===== src/rtl/stph_pkg.sv =====
// Shared types and constants for the stereo true-peak hold meter.
`default_nettype none
package stph_pkg;

   // Interpolation ratio; each lane forms OS_FACTOR-1 points between samples.
   // Kept a power of two so the divide by the ratio is an arithmetic shift.
   localparam int OS_FACTOR = 4;
   localparam int OS_SHIFT  = $clog2(OS_FACTOR);

   // Decay multiplier is a 16-bit fraction of one.
   localparam int DECAY_BITS = 16;

   // Configuration register indexes.
   localparam logic REG_DECAY_FACTOR   = 1'b0;
   localparam logic REG_CHANNEL_ENABLE = 1'b1;

   // Control carried from the lane stage to the merge stage.
   typedef struct packed {
      logic valid;
      logic block_end;
   } stage_ctrl_type;

endpackage
`default_nettype wire


===== src/rtl/stph_lane.sv =====
// One channel lane: interpolates between samples and registers the channel peak.
`default_nettype none
module stph_lane
   import stph_pkg::*;
#(
   parameter int SAMPLE_BITS = 24
) (
   input  wire logic                          clock,
   input  wire logic                          reset,
   input  wire logic                          load,
   input  wire logic                          enable,
   input  wire logic signed [SAMPLE_BITS-1:0] sample,
   output logic             [SAMPLE_BITS-1:0] peak
);

   localparam int SUM_W = SAMPLE_BITS + OS_SHIFT + 2;

   logic signed [SAMPLE_BITS-1:0] prev_ff;
   logic signed [SAMPLE_BITS-1:0] prev_in;
   logic        [SAMPLE_BITS-1:0] peak_ff;
   logic        [SAMPLE_BITS-1:0] peak_in;
   logic        [SAMPLE_BITS-1:0] mag_pts [OS_FACTOR];
   logic signed [SUM_W-1:0]       prev_x;
   logic signed [SUM_W-1:0]       curr_x;

   assign prev_x = SUM_W'(prev_ff);
   assign curr_x = SUM_W'(sample);

   // Magnitude of the current sample
   assign mag_pts[0] = sample[SAMPLE_BITS-1] ? (~sample + 1'b1) : sample;

   // Form each interpolated point and its magnitude
   for (genvar k = 1; k < OS_FACTOR; k++) begin : g_point
      localparam logic signed [SUM_W-1:0] WPREV = SUM_W'(OS_FACTOR - k);
      localparam logic signed [SUM_W-1:0] WCURR = SUM_W'(k);
      logic signed [SUM_W-1:0]       sum;
      logic signed [SUM_W-1:0]       shifted;
      logic        [SAMPLE_BITS-1:0] pt;
      assign sum     = WPREV * prev_x + WCURR * curr_x;
      assign shifted = sum >>> OS_SHIFT;
      assign pt      = shifted[SAMPLE_BITS-1:0];
      assign mag_pts[k] = pt[SAMPLE_BITS-1] ? (~pt + 1'b1) : pt;
   end

   // Pick the largest magnitude; a disabled lane reports zero
   always_comb begin
      logic [SAMPLE_BITS-1:0] best;
      best = mag_pts[0];
      for (int i = 1; i < OS_FACTOR; i++) begin
         if (mag_pts[i] > best) begin
            best = mag_pts[i];
         end
      end
      peak_in = enable ? best : '0;
      prev_in = (load && enable) ? sample : prev_ff;
   end

   // Hold the previous sample
   always_ff @(posedge clock) begin
      if (reset) begin
         prev_ff <= '0;
      end else begin
         prev_ff <= prev_in;
      end
   end

   // Capture the lane peak on each transfer
   always_ff @(posedge clock) begin
      if (load) begin
         peak_ff <= peak_in;
      end
   end

   assign peak = peak_ff;

endmodule
`default_nettype wire


===== src/rtl/stph_merge.sv =====
// Merge stage: combines lane peaks, tracks the block maximum and the decaying hold.
`default_nettype none
module stph_merge
   import stph_pkg::*;
#(
   parameter int SAMPLE_BITS = 24
) (
   input  wire logic                   clock,
   input  wire logic                   reset,
   input  wire stage_ctrl_type         stage,
   input  wire logic                   advance,
   input  wire logic                   rsp_ready,
   input  wire logic [DECAY_BITS-1:0]  decay_factor,
   input  wire logic [SAMPLE_BITS-1:0] peak_left,
   input  wire logic [SAMPLE_BITS-1:0] peak_right,
   output logic                        rsp_valid,
   output logic      [SAMPLE_BITS-1:0] rsp_held_peak,
   output logic      [SAMPLE_BITS-1:0] rsp_block_peak
);

   logic                              load;
   logic [SAMPLE_BITS-1:0]            run_ff;
   logic [SAMPLE_BITS-1:0]            run_in;
   logic [SAMPLE_BITS-1:0]            held_ff;
   logic [SAMPLE_BITS-1:0]            held_in;
   logic [SAMPLE_BITS-1:0]            blk;
   logic [SAMPLE_BITS+DECAY_BITS-1:0] product;
   logic [SAMPLE_BITS-1:0]            decayed;
   logic                              valid_ff;
   logic                              valid_in;
   logic [SAMPLE_BITS-1:0]            held_out_ff;
   logic [SAMPLE_BITS-1:0]            block_out_ff;

   assign load = advance && stage.valid;

   // Decay the held peak by the 16-bit fraction, rounding down
   assign product = (SAMPLE_BITS+DECAY_BITS)'(held_ff) * (SAMPLE_BITS+DECAY_BITS)'(decay_factor);
   assign decayed = product[SAMPLE_BITS+DECAY_BITS-1:DECAY_BITS];

   // Fold both lanes into the running block maximum
   always_comb begin
      blk = run_ff;
      if (peak_left > blk) begin
         blk = peak_left;
      end
      if (peak_right > blk) begin
         blk = peak_right;
      end
      run_in  = run_ff;
      held_in = held_ff;
      if (load) begin
         if (stage.block_end) begin
            held_in = (blk > decayed) ? blk : decayed;
            run_in  = '0;
         end else begin
            run_in = blk;
         end
      end
   end

   // Output valid: set on a new result, drop once the transfer completes
   always_comb begin
      if (load) begin
         valid_in = 1'b1;
      end else if (rsp_ready) begin
         valid_in = 1'b0;
      end else begin
         valid_in = valid_ff;
      end
   end

   always_ff @(posedge clock) begin
      if (reset) begin
         run_ff   <= '0;
         held_ff  <= '0;
         valid_ff <= 1'b0;
      end else begin
         run_ff   <= run_in;
         held_ff  <= held_in;
         valid_ff <= valid_in;
      end
   end

   // Result register
   always_ff @(posedge clock) begin
      if (load) begin
         held_out_ff  <= held_in;
         block_out_ff <= blk;
      end
   end

   assign rsp_valid      = valid_ff;
   assign rsp_held_peak  = held_out_ff;
   assign rsp_block_peak = block_out_ff;

endmodule
`default_nettype wire


===== src/rtl/stereo_true_peak_hold.sv =====
// Top level of the stereo true-peak meter with decaying held peak.
`default_nettype none
// Takes one stereo sample pair per cycle unless the result side stalls and
// returns one result per pair via the lane peak and stage registers, then the
// result register. Each enabled channel lane forms three linearly interpolated
// points between its previous and current sample (4x oversampling) plus the
// sample itself and registers the largest magnitude; the merge stage folds both
// lanes into the block maximum and, on a block end, sets the held peak to the
// larger of that maximum and the decayed held peak in the same cycle, giving
// one pair per clock. The result register lets a new pair enter while a
// finished result waits. No memory, no clearing pass; lane and result peak
// registers are not reset. Write configuration only while the block is idle.
module stereo_true_peak_hold
   import stph_pkg::*;
#(
   parameter int SAMPLE_BITS = 24
) (
   input  wire logic                          clock,
   input  wire logic                          reset,
   input  wire logic                          req_valid,
   output logic                               req_ready,
   input  wire logic signed [SAMPLE_BITS-1:0] req_left_sample,
   input  wire logic signed [SAMPLE_BITS-1:0] req_right_sample,
   input  wire logic                          req_block_end,
   output logic                               rsp_valid,
   input  wire logic                          rsp_ready,
   output logic             [SAMPLE_BITS-1:0] rsp_held_peak,
   output logic             [SAMPLE_BITS-1:0] rsp_block_peak,
   input  wire logic                          csr_we,
   input  wire logic                          csr_index,
   input  wire logic        [DECAY_BITS-1:0]  csr_wdata
);

   logic [DECAY_BITS-1:0]  decay_ff;
   logic [DECAY_BITS-1:0]  decay_in;
   logic [1:0]             enable_ff;
   logic [1:0]             enable_in;
   stage_ctrl_type         stage_ff;
   stage_ctrl_type         stage_in;
   logic                   advance;
   logic                   accept;
   logic [SAMPLE_BITS-1:0] peak_left;
   logic [SAMPLE_BITS-1:0] peak_right;

   // Configuration writes
   always_comb begin
      decay_in  = decay_ff;
      enable_in = enable_ff;
      if (csr_we) begin
         case (csr_index)
            REG_DECAY_FACTOR:   decay_in  = csr_wdata;
            REG_CHANNEL_ENABLE: enable_in = csr_wdata[1:0];
            default:            ;
         endcase
      end
   end

   always_ff @(posedge clock) begin
      if (reset) begin
         decay_ff  <= DECAY_BITS'(65533);
         enable_ff <= 2'b11;
      end else begin
         decay_ff  <= decay_in;
         enable_ff <= enable_in;
      end
   end

   // Advance the pipeline whenever the result register can take a new result
   assign advance   = !rsp_valid || rsp_ready;
   assign req_ready = !stage_ff.valid || advance;
   assign accept    = req_valid && req_ready;

   always_comb begin
      stage_in = stage_ff;
      if (accept) begin
         stage_in.valid     = 1'b1;
         stage_in.block_end = req_block_end;
      end else if (advance) begin
         stage_in.valid = 1'b0;
      end
   end

   always_ff @(posedge clock) begin
      if (reset) begin
         stage_ff <= '0;
      end else begin
         stage_ff <= stage_in;
      end
   end

   stph_lane #(
      .SAMPLE_BITS(SAMPLE_BITS)
   ) u_lane_left (
      .clock  (clock),
      .reset  (reset),
      .load   (accept),
      .enable (enable_ff[0]),
      .sample (req_left_sample),
      .peak   (peak_left)
   );

   stph_lane #(
      .SAMPLE_BITS(SAMPLE_BITS)
   ) u_lane_right (
      .clock  (clock),
      .reset  (reset),
      .load   (accept),
      .enable (enable_ff[1]),
      .sample (req_right_sample),
      .peak   (peak_right)
   );

   stph_merge #(
      .SAMPLE_BITS(SAMPLE_BITS)
   ) u_merge (
      .clock          (clock),
      .reset          (reset),
      .stage          (stage_ff),
      .advance        (advance),
      .rsp_ready      (rsp_ready),
      .decay_factor   (decay_ff),
      .peak_left      (peak_left),
      .peak_right     (peak_right),
      .rsp_valid      (rsp_valid),
      .rsp_held_peak  (rsp_held_peak),
      .rsp_block_peak (rsp_block_peak)
   );

endmodule
`default_nettype wire


===== config.mk =====
export PLATFORM = sky130hd
export DESIGN_NAME = stereo_true_peak_hold
export DESIGN_NICKNAME = d
export VERILOG_FILES = /design/src/rtl/stph_pkg.sv /design/src/rtl/stph_lane.sv /design/src/rtl/stph_merge.sv /design/src/rtl/stereo_true_peak_hold.sv
export SDC_FILE = /design/constraint.sdc
export NUM_CORES = 2
export LEC_CHECK = 0
export BUFFER_PORTS_ARGS = -buffer_cell sky130_fd_sc_hd__buf_2
export CAP_MARGIN = 25
export CORE_ASPECT_RATIO = 1.25
export CORE_MARGIN = 2
export CORE_UTILIZATION = 65
export CTS_CLUSTER_SIZE = 16
export DETAILED_ROUTE_END_ITERATION = 10
export PLACE_DENSITY = 0.83
export SLEW_MARGIN = 20
export SYNTH_ARGS = -nofsm -noshare
export SYNTH_HDL_FRONTEND = slang
export SYNTH_SLANG_ARGS = --single-unit

===== constraint.sdc =====
create_clock -name clock -period 13.15 [get_ports clock]
set_clock_uncertainty 0.2 [all_clocks]
set_input_delay 0 -clock clock [delete_from_list [all_inputs] [get_ports clock]]
set_output_delay 0 -clock clock [all_outputs]
set_load 0.005 [all_outputs]

# ---- Word-level counts from Yosys, hierarchy flattened
# Index checks and enable logic that the tools add are counted.
dict set report totals {
  input_bits 71
  reg_bits 213
}
dict set report classes {
  bitwise_logic 9
  n_mux 24
  addsub 14
  magnitude_cmp 9
  n_mul 5
  n_reduce_logical 12
}
# op n
set ops {}
lappend ops {{$mux W24} 20}
lappend ops {{$gt A24 B24 Y1} 9}
lappend ops {{$add A24 B1 Y24 const B} 8}
lappend ops {{$not A24 Y24} 8}
lappend ops {{$mul A3 B24 Y26 const A} 4}
lappend ops {{$add A24 B26 Y26} 2}
lappend ops {{$add A25 B25 Y26} 2}
lappend ops {{$add A26 B24 Y26} 2}
lappend ops {{$mul A24 B16 Y40} 1}
lappend ops {{$logic_and A1 B1 Y1} 4}
lappend ops {{$mux W1} 4}
lappend ops {{$reduce_and A2 Y1} 2}
lappend ops {{$reduce_bool A2 Y1} 2}
lappend ops {{$logic_not A1 Y1} 2}
lappend ops {{$logic_or A1 B1 Y1} 2}
lappend ops {{$not A1 Y1} 1}

# ---- Longest topological paths before layout
dict set report depth {
  word_depth 11
  ltp_mapped 54
  mapped_depth_nobuf 48
}

# ---- Cells and area by module
# Synthesis repeated with hierarchy kept, for this count alone.
dict set report unflattened {
  cells_unflattened 5640
  hier_area_um2 45529.9
}
# mod area_each_um2 instances cells_per_inst
set by_module_without_submodules {}
lappend by_module_without_submodules {stph_merge 18326.3 1 2079}
lappend by_module_without_submodules {{stph_lane at u_lane_right} 13287.7 1 1753}
lappend by_module_without_submodules {{stph_lane at u_lane_left} 13121.3 1 1737}
lappend by_module_without_submodules {stereo_true_peak_hold 794.5 1 71}

# ---- Least setup slack after synthesis
# OpenSTA, ideal clock, no wires.
dict set report synth_timing {
  kind {register -> register}
  start {reg u_lane_right.prev_ff[1]}
  end {reg u_lane_right.peak_ff[14], in the netlist u_lane_right.peak[14], data pin}
  synth_period_minus_slack_ns 11.075
  t_required_ns 12.770
  arrival_ns 10.695
  path_stages_with_launch 50
  setup_ns 0.180
  setup_slack_ns 2.075
  cell_sequence {dfxtp_1 > ha_1 > fa_1 > inv_1 > fa_1 > nand2b_1 > a21bo_2 > and4_1 > nor4_1 > nand3b_1 > or4_1 > nor4_1 > nor3_1 > or2_2 > ha_1 > nand4_1 > nor4_1 > and3_1 > [... 14 more ...] > a221o_1 > a31oi_1 > a21oi_2 > buf_4 > mux2i_1 > inv_1 > ha_1 > a21o_1 > a21o_1 > a21o_1 > a21o_1 > a21oi_1 > nor2_1 > a2111o_1 > o21ai_0 > nand2_1 > or3_1 > o311ai_1}
}
dict set report synth_via {
  elab_chain_len 11
  word_cells_on_any_way 19
}
# element line
set synth_lines {}
lappend synth_lines {{start, declared} stph_lane.sv:18} ;# logic signed [SAMPLE_BITS-1:0] prev_ff;
lappend synth_lines {{start signal, assigned} stph_lane.sv:63} ;# prev_ff <= prev_in;
lappend synth_lines {{$mul A3 B24 Y26} stph_lane.sv:39} ;# assign sum = WPREV * prev_x + WCURR * curr_x;
lappend synth_lines {{$add A26 B24 Y26} stph_lane.sv:39}
lappend synth_lines {{$not A24 Y24} stph_lane.sv:42} ;# assign mag_pts[k] = pt[SAMPLE_BITS-1] ? (~pt + 1'b1) : pt;
lappend synth_lines {{$add A24 B1 Y24} stph_lane.sv:42}
lappend synth_lines {{$mux W24} stph_lane.sv:42}
lappend synth_lines {{$gt A24 B24 Y1} stph_lane.sv:50} ;# if (mag_pts[i] > best) begin
lappend synth_lines {{$mux W24} stph_lane.sv:50}
lappend synth_lines {{$gt A24 B24 Y1} stph_lane.sv:50}
lappend synth_lines {{$mux W24} stph_lane.sv:50}
lappend synth_lines {{$gt A24 B24 Y1} stph_lane.sv:50}
lappend synth_lines {{$mux W24 (*)} stph_lane.sv:50}
lappend synth_lines {{end signal, assigned} stph_lane.sv:70} ;# peak_ff <= peak_in;
lappend synth_lines {{end, declared} stph_lane.sv:20} ;# logic [SAMPLE_BITS-1:0] peak_ff;
# Mark *: on every way between the ends. The rest lies on a longest branch, timed or not.
# A chain may end at the register's enable or synchronous reset.

# ---- Worst setup path in the final report
dict set report layout_timing {
  start {reg u_lane_left.prev_ff[1]}
  end {reg u_lane_left.peak_ff[22], in the netlist u_lane_left.peak[22], data pin}
}
dict set report layout_via {
  elab_chain_len 11
  word_cells_on_any_way 19
}
# element line
set layout_lines {}
lappend layout_lines {{start, declared} stph_lane.sv:18}
lappend layout_lines {{start signal, assigned} stph_lane.sv:63}
lappend layout_lines {{$mul A3 B24 Y26} stph_lane.sv:39}
lappend layout_lines {{$add A26 B24 Y26} stph_lane.sv:39}
lappend layout_lines {{$not A24 Y24} stph_lane.sv:42}
lappend layout_lines {{$add A24 B1 Y24} stph_lane.sv:42}
lappend layout_lines {{$mux W24} stph_lane.sv:42}
lappend layout_lines {{$gt A24 B24 Y1} stph_lane.sv:50}
lappend layout_lines {{$mux W24} stph_lane.sv:50}
lappend layout_lines {{$gt A24 B24 Y1} stph_lane.sv:50}
lappend layout_lines {{$mux W24} stph_lane.sv:50}
lappend layout_lines {{$gt A24 B24 Y1} stph_lane.sv:50}
lappend layout_lines {{$mux W24 (*)} stph_lane.sv:50}
lappend layout_lines {{end signal, assigned} stph_lane.sv:70}
lappend layout_lines {{end, declared} stph_lane.sv:20}
# Marks and branches as above.

==> metrics.md <==
| Metric | Value |
|---|---|
| Outcome | `finished, final reports clean` |
| CTS root buffer | `clkbuf_16` |
| Slew headroom | `0.231` |
| Core Footprint | `about 0.067 mm2` |
| Aggregate global-route resource usage | `0.372` |
| Clk slew on worst S/H paths | `around 0.060 ns` |
| Nets | `between 6000 and 7000` |
| Final Util | `0.716` |
| Number of DRC markers in iteration 0 | `roughly 3200` |
| Cells after synthesis | `around 5400` |
| Most numerous cell in the Yosys netlist | `inv_1` |
| Number of global-route vias before repair | `between 30000 and 40000` |
| Ys flop type | `dfxtp_1` |
| Initial core utilization | `0.658` |
| Worst-case reg-to-reg path depth | `44` |
| Cell Rows | `106` |
| Endpoint type of the worst setup path | `flip-flop` |
| Net count after synthesis | `6493` |
| Die W | `237 um` |
| Leakage | `between 20 and 25 nW` |
| Area leader, netlist | `fa_1` |
| CTS H-tree depth | `1` |
| Worst Tran Pin Value | `roughly 1.2 ns` |
| EDFF count, synth | `96` |
| Layout Area Growth over Synthesis | `8.80%` |
| Fin area | `approximately 0.048 mm2` |
| Setup-failing EPs final | `0` |
| Vias per cell | `6.17` |
| R2r setup slk | `about 0.8 ns` |
| Drc violations | `0` |
| Deepest clock path buffer count | `3` |
| Final slew viol count | `0` |
| Fraction of layout cells with a size suffix above 1 | `0.0614` |
| Yosys cell types | `about 110` |
| Max Fanout on Critical Path | `19` |
| CTS tree | `built` |
| Final WL | `approximately 130 mm` |
| PortBufs | `120` |
| Placed inst area | `0.0454 mm2` |
| Routed via count | `~40000` |
| Post-synth design cell area | `around 0.044 mm2` |
| Register area share after synthesis | `0.119` |
| Initial antenna violation count | `2` |
| Worst min-delay path startpoint | `req_block_end` |
| Peak VDD IR | `~0.21 mV` |
| Max stage delay on crit path | `0.73 ns` |
| Max-Cap Viols | `0` |
| Power density over the cells | `188 mW/mm2` |
| GPL Wtd Cong | `approximately 0.99` |
| Final period utilization | `0.940` |
| DR pass1 iterations | `6` |
| Hold EP | `stage_ff[0]` |
| Worst reg2reg startpoint | `u_lane_left.prev_ff[1]` |
| Seq cells post-synth | `about 210` |
| Synth cell count leaders | `inv_1, ha_1, nand2_1, fa_1, a21oi_1` |
| Syn Area/Cell | `roughly 8 um2` |
| Slowest cell on crit path | `nor4_2` |
| # IOs | `121` |
| WP data arrival | `12.62 ns` |
| Remaining antenna violation count after routing | `0` |
| CP Class | `flip-flop to flip-flop` |
| Dominant cells by area after synthesis | `fa_1, ha_1, inv_1` |
| Skew-Pair Late Insertion Delay | `around 0.6 ns` |
| Number of gates resized after cts | `0` |
| Hold Crit Class | `input port to flip-flop` |
| Total CTS buffers | `29` |
| Synth async-reset ratio | `0` |
| Yosys warning count | `0` |
| CP required | `roughly 13 ns` |
| WL per Instance | `20.2 um` |
| Die Ht | `roughly 300 um` |
| Total grt overflow | `0` |
| Unrepaired setup endpoints after global routing | `false` |
| Dpl hpwl | `approximately 100 mm` |
| Minimum clock period | `~12 ns` |
| Die ar. | `about 0.07 mm2` |
| Maximum clock frequency | `roughly 81 MHz` |
| Final hold violations | `0` |
| Top cell type's share of synthesized area | `0.181` |
| R2R Path End | `u_lane_left.peak[22]` |
| Clk sinks | `roughly 210` |
| Sum Neg Setup Slack | `0 ns` |
| First-pass GRT wire length | `between 200 and 250 mm` |
| Pin count of the biggest net entering global routing | `between 60 and 70` |
| Hold depth | `4` |
| Type of origin of the critical path | `flip-flop` |
[logic make-up after synthesis]
family	Yosys count	share of synthesized area
fa+ha+maj	1011	0.355
xor+xnor	278	0.0554
mux	125	0.0290
simple gates	1546	0.170
buf+inv	1108	0.0966
compound gates	1131	0.176
flops	213	0.119
[registers in the layout, indices dropped and copies added, names as in the netlist]
signal	count
stage_ff	2
u_lane_left.prev_ff	24
u_lane_left.peak	24
u_merge.run_ff	24
u_merge.held_ff	24
u_lane_right.prev_ff	24
enable_ff	2
decay_ff	16
u_merge.rsp_block_peak	24
u_lane_right.peak	24
u_merge.rsp_valid	1
u_merge.rsp_held_peak	24
[power by group]
part / switching, W / total [W] / internal, W
Sequential: 0.000168 / 0.00117 / 0.00100
Clock: 0.000370 / 0.000840 / 0.000470
Combinational: 0.00423 / 0.00699 / 0.00276
[critical path, delay by kind of cell (launching register included)]
| family | cells | cell delay [ns] |
|---|---|---|
| compound gates | 21 | 5.23 |
| fa+ha+maj | 6 | 2.25 |
| xor+xnor | 2 | 0.53 |
| flops | 1 | 0.51 |
| buf+inv | 4 | 0.82 |
| simple gates | 10 | 2.35 |
| mux | 1 | 0.32 |
[routing by layer]
layer	track usage	vias up	part of all wire
li1	-	18675	-
met1	0.433	19012	0.38
met2	0.654	1714	0.49
met3	0.0514	484	0.070
met4	0.220	0	0.065
met5	0	-	0
[what timing repair did]
item | in CTS | in global routing
endpoints found under the hold margin | 74 | 0
setup buffers | 0 | 0
hold buffers | 155 | 0
[layout make-up]
cell class              instances  area [um2]
clock inverters                22         238
flip-flops and latches        213        5230
clock buffers                  32         737
multi-input cells            4091       34600
inverters                     908        3410
fillers                      5173       19000
diodes                          2        5.00
repair buffers                336        2640
well taps                     864        1080
[layout by cell type, fill, tap and decap left out, drive strengths merged, types with 53 or more instances in the layout]
cell | netlist | layout
nand3 | 91 | 91
buf | 31 | 181
dlygate4sd3 | 0 | 155
a211oi | 68 | 68
a21oi | 333 | 333
nand4 | 61 | 61
dfxtp | 117 | 117
xnor2 | 183 | 183
edfxtp | 96 | 96
o21ai | 148 | 148
nand2 | 592 | 592
a21o | 116 | 116
ha | 611 | 611
inv | 908 | 911
mux2i | 102 | 102
nor3 | 88 | 88
nor2 | 277 | 277
fa | 399 | 399
and3 | 53 | 53
a31oi | 55 | 55
xor2 | 95 | 95
and2 | 132 | 132
nor2b | 55 | 55
[through the flow]
step | hold WS (ns) | setup slack (ns) | total power [W] | cells
2_1_floorplan | -0.0826 | 2.07 | 0.00607 | 5412
3_3_place_gp | 0.00298 | 1.21 | 0.00778 | 6251
3_5_place_dp | 0.00583 | 1.08 | 0.00791 | 6254
4_1_cts | 0.00879 | 1.04 | 0.00885 | 6463
5_1_grt | 0.0735 | 0.0182 | 0.00972 | 6468
6_report | 0.0333 | 0.786 | 0.00900 | 6468
[worst max path at each step]
stage | from | endpoint | slack, ns | cells past startpoint
3_3_place_gp | u_lane_left.prev_ff[1] | u_lane_left.peak[22] | 1.21 | 44
5_1_grt | u_lane_left.prev_ff[1] | u_lane_left.peak[22] | 0.02 | 43
6_report | u_lane_left.prev_ff[1] | u_lane_left.peak[22] | 0.79 | 44
2_1_floorplan | u_lane_right.prev_ff[1] | u_lane_right.peak[14] | 2.07 | 49
3_5_place_dp | u_lane_left.prev_ff[1] | u_lane_left.peak[22] | 1.08 | 44
4_1_cts | u_lane_left.prev_ff[1] | u_lane_left.peak[22] | 1.04 | 44
Note: power is estimated with default switching activity, not from simulation.
